## src/hdl/sctadd_ram.sv

```systemverilog
// generic simple dual-port ram, one write and one registered read port
// no dependencies
module sctadd_ram #(
  parameter int WIDTH = 8,
  parameter int DEPTH = 16,
  localparam int AW = (DEPTH > 1) ? $clog2(DEPTH) : 1
) (
  input  logic             clk,
  input  logic             we,
  input  logic [AW-1:0]    waddr,
  input  logic [WIDTH-1:0] wdata,
  input  logic [AW-1:0]    raddr,
  output logic [WIDTH-1:0] rdata
);

  logic [WIDTH-1:0] mem [DEPTH];

  always_ff @(posedge clk) begin
    if (we) begin
      mem[waddr] <= wdata;
    end
    rdata <= mem[raddr];
  end

endmodule

```

## config.mk

```make
export PLATFORM = sky130hd
export DESIGN_NAME = sctadd_ram
export DESIGN_NICKNAME = d
export VERILOG_FILES = /design/src/hdl/sctadd_ram.sv
export SDC_FILE = /design/constraint.sdc
export NUM_CORES = 1
export LEC_CHECK = 0
export ABC_AREA = 1
export BUFFER_PORTS_ARGS = -buffer_cell sky130_fd_sc_hd__clkbuf_2
export CAP_MARGIN = 20
export CORE_MARGIN = 2
export CORE_UTILIZATION = 45
export DETAILED_ROUTE_END_ITERATION = 8
export GPL_TIMING_DRIVEN = 0
export PLACE_DENSITY = 0.69
export SETUP_SLACK_MARGIN = 0.5
export SYNTH_ARGS = -nofsm -noshare
export SYNTH_HDL_FRONTEND = slang
export SYNTH_SLANG_ARGS = --single-unit
export TNS_END_PERCENT = 1
```

## constraint.sdc

```tcl
create_clock -name clk -period 1.5 [get_ports clk]
set_clock_uncertainty 0.15 [all_clocks]
set_input_delay 0.15 -clock clk [delete_from_list [all_inputs] [get_ports clk]]
set_output_delay 0.15 -clock clk [all_outputs]
set_load 0.01 [all_outputs]
```

==> results.cfg <==
[run_status]
status = finished, final reports clean

[floorplanning]
io_pins = 26
core-area_mm2 = 0.01257
floorplan.initialDensity = 0.4588
chipWidth_um = 117.2
rows = 41
die_height_um = 117.2
dieArea_mm2 = 0.01374

[synth]
netlist_area_mm2 = 0.005767
synth_nets = 569
ys_seq_elements = 136
ys_types = 12
synthCells = 551
ys_warn_count = 0
avgSynthCellArea_um2 = 10.47
seq_area_frac_synth = 0.6943

[sta]
hold_viol = 0
fmax_ghz = 0.8463
grt_setup_unrepaired = yes
min_period_ns = 1.182
worstMarginPinSlew_ns = 0.5683
slew-limit-headroom = 0.6211
period_share = 0.7877
setup-violations-final = 0
slew_viol_final = 0

[setup_path]
cp-end-kind = flop
cpPeakStageDelay_ns = 0.45
crit_path_start_kind = input port
worstSetupPathType = input port to flop
critPathArrivalTime_ns = 1.12
critPathBufInv = 1
crit_chain = clkbuf_2 -> nand3b_1 -> nor2_4
crit_slowest_cell = nand3b_1
required_ns = 1.44
crit_path_max_fanout = 8
cpLargestDelayFamily = simple AND/OR/NAND/NOR gates

[layout]
layout_common_cells = nand2_1 (170), edfxtp_1 (128), inv_1 (100), nand3_1 (87), clkbuf_2 (18)
diodes = 0
drive_above_1_share = 0.1779
fin_nets = 612
fillCellCount = 1061
syn2layout_area_growth_pct = 20.22
finalNonFillerCells = 779
final_common_cell = nand2_1

[clock_network]
htree_levels = 4
path_clk_slew_ns = 0.06
clk_latency_ns = 0.42
cts_buffers = 17
post_cts_buffers = 0
root_buffer = clkbuf_16
cts_tree = yes
cts_buffer_depth = 2
cts_sinks = 136

[placed_design]
gp_congestion = 0.9180
dp.cells = 745
port_buffers = 22
dp_hpwl_um = 8885

[global_route]
overflow = 0
antenna_found_initial = 0
grt_pass1_wl_um = 21050
track_usage = 0.2190
grt_pass1_vias = 3709
grt_max_degree = 17

[power_and_ir_drop]
leakage_nw = 2.954
totalPowerFinal_mw = 9.448
powerDensity_mw_per_mm2 = 1363
peakVddDrop_v = 0.0008242

[route]
firstDrtPassIters = 5
drt-initial-drc-count = 387
remaining_drc_errors = 0
wl_per_cell_um = 17.70
drt-vias-per-instance = 4.996
vias = 3892
routed_wl_um = 13790
drtAntennaViolNets = 0

[hold_path]
hp-class = input port to flop

[job]
cap_viol_max_count = 0
-- logic make-up after synthesis --
family | after synthesis | synth area share
AND/OR/NAND/NOR | 289 | 0.2105
flip-flops | 136 | 0.6943
buffers and inverters | 126 | 0.09525
-- cell usage after synthesis --
library cell  instances  area (um2)
nand3b_1              2       15.01
dfxtp_1               8       160.2
buf_4                 4       30.03
inv_2                 2       7.510
nand3_1              97       485.5
buf_6                 6       67.56
nor2_1               17       63.81
buf_1                 1       3.750
buf_2                13       65.06
edfxtp_1            128        3844
inv_1               100       375.4
nand2_1             173       649.4
-- registers in the layout, summed over array words and instances, names as in the netlist --
| signal | flops |
|---|---|
| mem | 128 |
| rdata | 8 |
-- worst register-to-register path, stage by stage (launching register included) --
cell      delay (ns)
edfxtp_1        0.36
nand2_1         0.08
nand2_1         0.05
nand2_1         0.11
nand3_1         0.10
nand3_2         0.10
nand2_1         0.07
-- power breakdown --
group | internal, mW | switching (mW) | total, mW | leakage [nW]
sequential | 4.25 | 0.0224 | 4.27 | 1.22
combinational | 0.179 | 0.427 | 0.606 | 1.42
clock | 2.96 | 1.61 | 4.57 | 0.308
-- routing by layer --
layer / share of wire / vias up / track usage
li1: - / 1868 / -
met1: 0.44 / 1821 / 0.3070
met2: 0.45 / 176 / 0.3337
met3: 0.090 / 27 / 0.05458
met4: 0.026 / 0 / 0.08078
met5: 0 / - / 0
-- metrics by stage --
step | util | instance area (um2) | hold slack [ns] | worst slack (ns) | TNS (ns)
finish | 0.5516 | 6933 | 0.01197 | 0.3185 | 0
global route | 0.5516 | 6933 | 0.02747 | 0.2971 | 0
CTS | 0.5414 | 6804 | 0.006746 | 0.3257 | 0
detailed placement | 0.4879 | 6132 | 0.3876 | -0.07703 | -4.122
global placement | 0.4879 | 6132 | 0.3886 | -0.06254 | -2.302
floorplan | - | 5807 | 0.09887 | 0.3264 | 0
-- final timing paths --
check,from,to,slack (ns),cells after the start
setup / recovery,waddr[2],mem[8][7],0.32,3
hold / removal,raddr[2],rdata[4],0.01,4
setup reg to reg,mem[11][3],rdata[3],0.36,6
hold reg to reg,mem[0][5],rdata[5],0.55,6
-- final cells by class --
| class | instances | area [um2] | area share |
|---|---|---|---|
| Sequential cell | 136 | 4005 | 0.5777 |
| Multi-Input combinational cell | 289 | 1376 | 0.1985 |
| Clock buffer | 18 | 429.2 | 0.06190 |
| Inverter | 102 | 382.9 | 0.05522 |
| Clock inverter | 14 | 221.5 | 0.03194 |
| Tap cell | 172 | 215.2 | 0.03104 |
| Buffer | 24 | 166.4 | 0.02400 |
| Timing Repair Buffer | 24 | 136.4 | 0.01967 |
-- what timing repair did --
item	in CTS	in global routing
setup endpoints to repair	136	144
hold buffers	2	0
hold endpoints to repair	3	0
resized for setup	1	31
pin swaps	0	1
No activity file was read; power rests on OpenSTA's default activity.
