**src/hdl/sctadd_pkg.sv**
```systemverilog
// shared widths, defaults and status codes for the saturating count table add
// no dependencies
package sctadd_pkg;

  localparam int GRP_W  = 3;
  localparam int KEY_W  = 16;
  localparam int AMT_W  = 16;
  localparam int STAT_W = 2;
  localparam int SLOT_W = 6;
  localparam int NEWC_W = 10;

  localparam int CAP_W        = 7;
  localparam int NUM_CAP_REGS = 8;
  localparam int CFG_IDX_W    = 4;
  localparam logic [CAP_W-1:0] CAP_RESET = 7'd64;

  localparam int SLOTS_DEF     = 64;
  localparam int MAX_COUNT_DEF = 999;
  localparam int GROUPS_DEF    = 8;

  typedef logic [STAT_W-1:0] status_t;

  localparam status_t ST_MERGE  = 2'd0;
  localparam status_t ST_INSERT = 2'd1;
  localparam status_t ST_REJECT = 2'd2;
  localparam status_t ST_FULL   = 2'd3;

endpackage

```
**src/hdl/sctadd_cfg.sv**
```systemverilog
// capacity registers and the usable slot count of a selected group
// depends on sctadd_pkg
module sctadd_cfg #(
  parameter int SLOTS  = sctadd_pkg::SLOTS_DEF,
  parameter int GROUPS = sctadd_pkg::GROUPS_DEF,
  localparam int CW = $clog2(SLOTS + 1)
) (
  input  logic                            clk,
  input  logic                            rst_n,
  input  logic                            cfg_valid,
  input  logic [sctadd_pkg::CFG_IDX_W-1:0] cfg_index,
  input  logic [sctadd_pkg::CAP_W-1:0]     cfg_wdata,
  input  logic [sctadd_pkg::GRP_W-1:0]     grp,
  output logic [CW-1:0]                   cap_eff
);
  import sctadd_pkg::*;

  logic [CAP_W-1:0] cap_r [NUM_CAP_REGS];
  logic [CAP_W-1:0] capv;

  always_ff @(posedge clk) begin
    if (!rst_n) begin
      for (int i = 0; i < NUM_CAP_REGS; i++) begin
        cap_r[i] <= CAP_RESET;
      end
    end else if (cfg_valid && (int'(cfg_index) < NUM_CAP_REGS)) begin
      cap_r[cfg_index[GRP_W-1:0]] <= cfg_wdata;
    end
  end

  always_comb begin
    capv = (int'(grp) < GROUPS) ? cap_r[grp] : '0;
    if (int'(capv) > SLOTS) begin
      cap_eff = CW'(SLOTS);
    end else begin
      cap_eff = CW'(capv);
    end
  end

endmodule

```
**config.mk**
```make
export PLATFORM = sky130hd
export DESIGN_NAME = sctadd_cfg
export DESIGN_NICKNAME = d
export VERILOG_FILES = /design/src/hdl/sctadd_pkg.sv /design/src/hdl/sctadd_cfg.sv
export SDC_FILE = /design/constraint.sdc
export NUM_CORES = 1
export LEC_CHECK = 0
export ABC_AREA = 1
export BUFFER_PORTS_ARGS = -buffer_cell sky130_fd_sc_hd__buf_2
export CAP_MARGIN = 20
export CORE_MARGIN = 5
export CORE_UTILIZATION = 59
export DETAILED_ROUTE_END_ITERATION = 8
export PLACE_DENSITY = 0.82
export SYNTH_ARGS = -nofsm -noshare
export SYNTH_HDL_FRONTEND = slang
export SYNTH_SLANG_ARGS = --single-unit
```
**constraint.sdc**
```tcl
create_clock -name clk -period 1.7 [get_ports clk]
set_input_delay 0.085 -clock clk [delete_from_list [all_inputs] [get_ports clk]]
set_output_delay 0.085 -clock clk [all_outputs]
set_load 0.03 [all_outputs]
```
==> impl_metrics.ini <==
[outcome]
status = finished, violations left
failed_checks = negative setup slack

[cts]
cts_tree = yes
clockBufferDepth = 2
cts_buffers = 5
h-tree-depth = 2
path_clk_slew_ns = 0.09
hold_buffers = 0
cts_root_buf = clkbuf_8
cts_num_sinks = 56

[synth]
ys_seq_area_share_pct = 61.5
synth-seq-cells = 56
synth-edff-count = 56
synthCells = 314
synth_top_area_share_pct = 61.5
ys.flop_type = edfxtp_1
synth_top_cell_by_area = edfxtp_1
async_flop_share_pct = 0
syn_avg_cell_area_um2 = 8.71
syn_area_um2 = 2740
yosys-top-cells-area = edfxtp_1 (61%), nand2_1 (11%), nor2_1 (11%)
yosys_warnings = 0
synth_cell_types = 14
syn_nets = 331

[setup_path]
path_cells = nand2_1 > nand2_1 > nand2_1 > nand3_1 > nand2_2 > nand2_1 > nor2_2 > nand2_4 > a21oi_4 > buf_6
crit_required_ns = 1.62
critPathTopFamily = simple AND/OR/NAND/NOR gates
path_class = reg -> out
cp_slowest_cell = edfxtp_1
endpoint_kind = output pin
worst_path_most_repeated_cell = nand2_1
slowest_delay_ns = 0.40
cp_max_fo = 5
worstSetupStartpointType = flip-flop
arrival_ns = 1.75
path_buf_inv = 1

[final_layout]
layout-drive-gt1-share_pct = 16.8
max_flop_register = cap_r
area_growth_syn_to_layout_pct = 14.4
num_antenna_cells = 0
top_regs = cap_r (56)
fin_nets = 362
fillCellCount = 332
largest_reg_flops = 56

[grt]
grt_pass1_vias = 2051
grt_use_total_pct = 19.9
grt_start_max_net_pins = 28
grt_pass1_wl_mm = 9.49
grt_remaining_overflow = 0
antenna_found_initial = 0

[route]
routed_wl_mm = 5.93
wirelength_met1_mm = 2.41
drt-pass1-iter-count = 6
wl_met3_um = 556
drc_errors = 0
ant_nets = 0
top_layer_used = met4
routed_via_density = 5.46
wl_per_cell_um = 14.9
via_count = 2172
drtIter0Drc = 185
wl_met2_mm = 2.87

[floorplanning]
dieWidth_um = 78.1
start_util_pct = 62.0
rows = 24
dieArea_um2 = 6100
boundaryPins = 24
coreArea_um2 = 4410
die_h_um = 78.1

[sta]
max_freq_mhz = 544
finalHoldViolCount = 0
min_period_over_period_pct = 108
slew_violations = 0
fin_crit_ns = 1.84
fin_tns_setup_ns = -0.616
layout_setup_ws_ns = -0.138
rsz0062_at_grt = yes
worstMarginPinSlew_ns = 0.394
max_slew_margin_pct = 73.7
setup_viol = 5
whs_ns = 0.0988

[run]
cap_violations = 0

[place]
gp_congestion = 0.888
io_buffers = 23
dp.final_hpwl_mm = 4.23

[power_and_ir_drop]
leakage_nw = 1.38
peakVddDrop_uv = 635
powerDensity_nw_per_um2 = 862

[hold_path]
hold_class = in -> reg
-- stage by stage --
stage	utilization, %	cells	cell area, um^2	power, mW	setup WS, ns
2_1_floorplan	-	314	2740	1.88	0.141
3_3_place_gp	66.2	389	2920	1.98	0.0905
3_5_place_dp	66.2	389	2920	1.99	0.0229
4_1_cts	68.5	397	3020	2.64	-0.100
5_1_grt	70.9	398	3130	2.82	-0.285
6_report	70.9	398	3130	2.70	-0.138
-- power breakdown --
part | switching [mW] | internal (mW) | total, mW | leakage, nW
combinational | 0.275 | 0.136 | 0.411 | 0.807
sequential | 0.0257 | 1.59 | 1.62 | 0.538
clock | 0.380 | 0.288 | 0.668 | 0.0399
-- worst paths after layout --
kind,from,endpoint,depth (start not counted)
worst max-delay path,cap_r[4][3],cap_eff[3],10
worst min-delay path,cfg_index[0],cap_r[0][6],3
-- what timing repair did --
action                                  CTS  global route
endpoints found under the hold margin     0             0
pin swaps                                 0             8
cloned                                    0             0
buffers inserted                          0             1
endpoints found under the setup margin    5             6
resized for setup                         9            28
-- routing by layer --
layer / up-vias / GRT usage [%]
li1: 1051 / -
met1: 1003 / 27.2
met2: 110 / 31.4
met3: 8 / 4.92
met4: 0 / 6.59
met5: - / 0
-- layout by cell type, fill, tap and decap left out, types with 2 or more instances in the layout --
cell type / instances
buf_2: 17
nand3_1: 20
o22ai_1: 2
buf_4: 11
o21ai_1: 4
nor2_1: 76
clkbuf_8: 5
nor2_2: 2
nand3_2: 2
o21ai_0: 7
a21oi_4: 2
clkbuf_1: 2
nand2_1: 72
buf_6: 5
inv_1: 46
inv_2: 2
a21oi_2: 3
nand2_2: 6
nand2_4: 2
edfxtp_1: 56
-- cell usage after synthesis, types with 5 or more instances --
cell type / count
nand2_1: 80
buf_2: 5
nand3_1: 22
inv_1: 46
edfxtp_1: 56
nor2_1: 79
o21ai_0: 9
a21oi_1: 6
-- logic make-up (layout without fill, tap and decap cells) --
kind of cell,Yosys count,count (layout),synth area share (%)
buffers and inverters,57,89,8.87
AOI/OAI and AO/OA,20,20,3.84
and+or+nand+nor,181,181,25.8
DFF,56,56,61.5
-- cell type report --
class,count,area [um^2],share of cell area (%)
Clock inverter,1,3.75,0.120
Multi-Input combinational cell,201,898,28.7
Inverter,48,180,5.76
Timing Repair Buffer,33,224,7.16
Clock buffer,7,76.3,2.44
Tap cell,52,65.1,2.08
Sequential cell,56,1680,53.7
(Power assumes the default switching activity.)
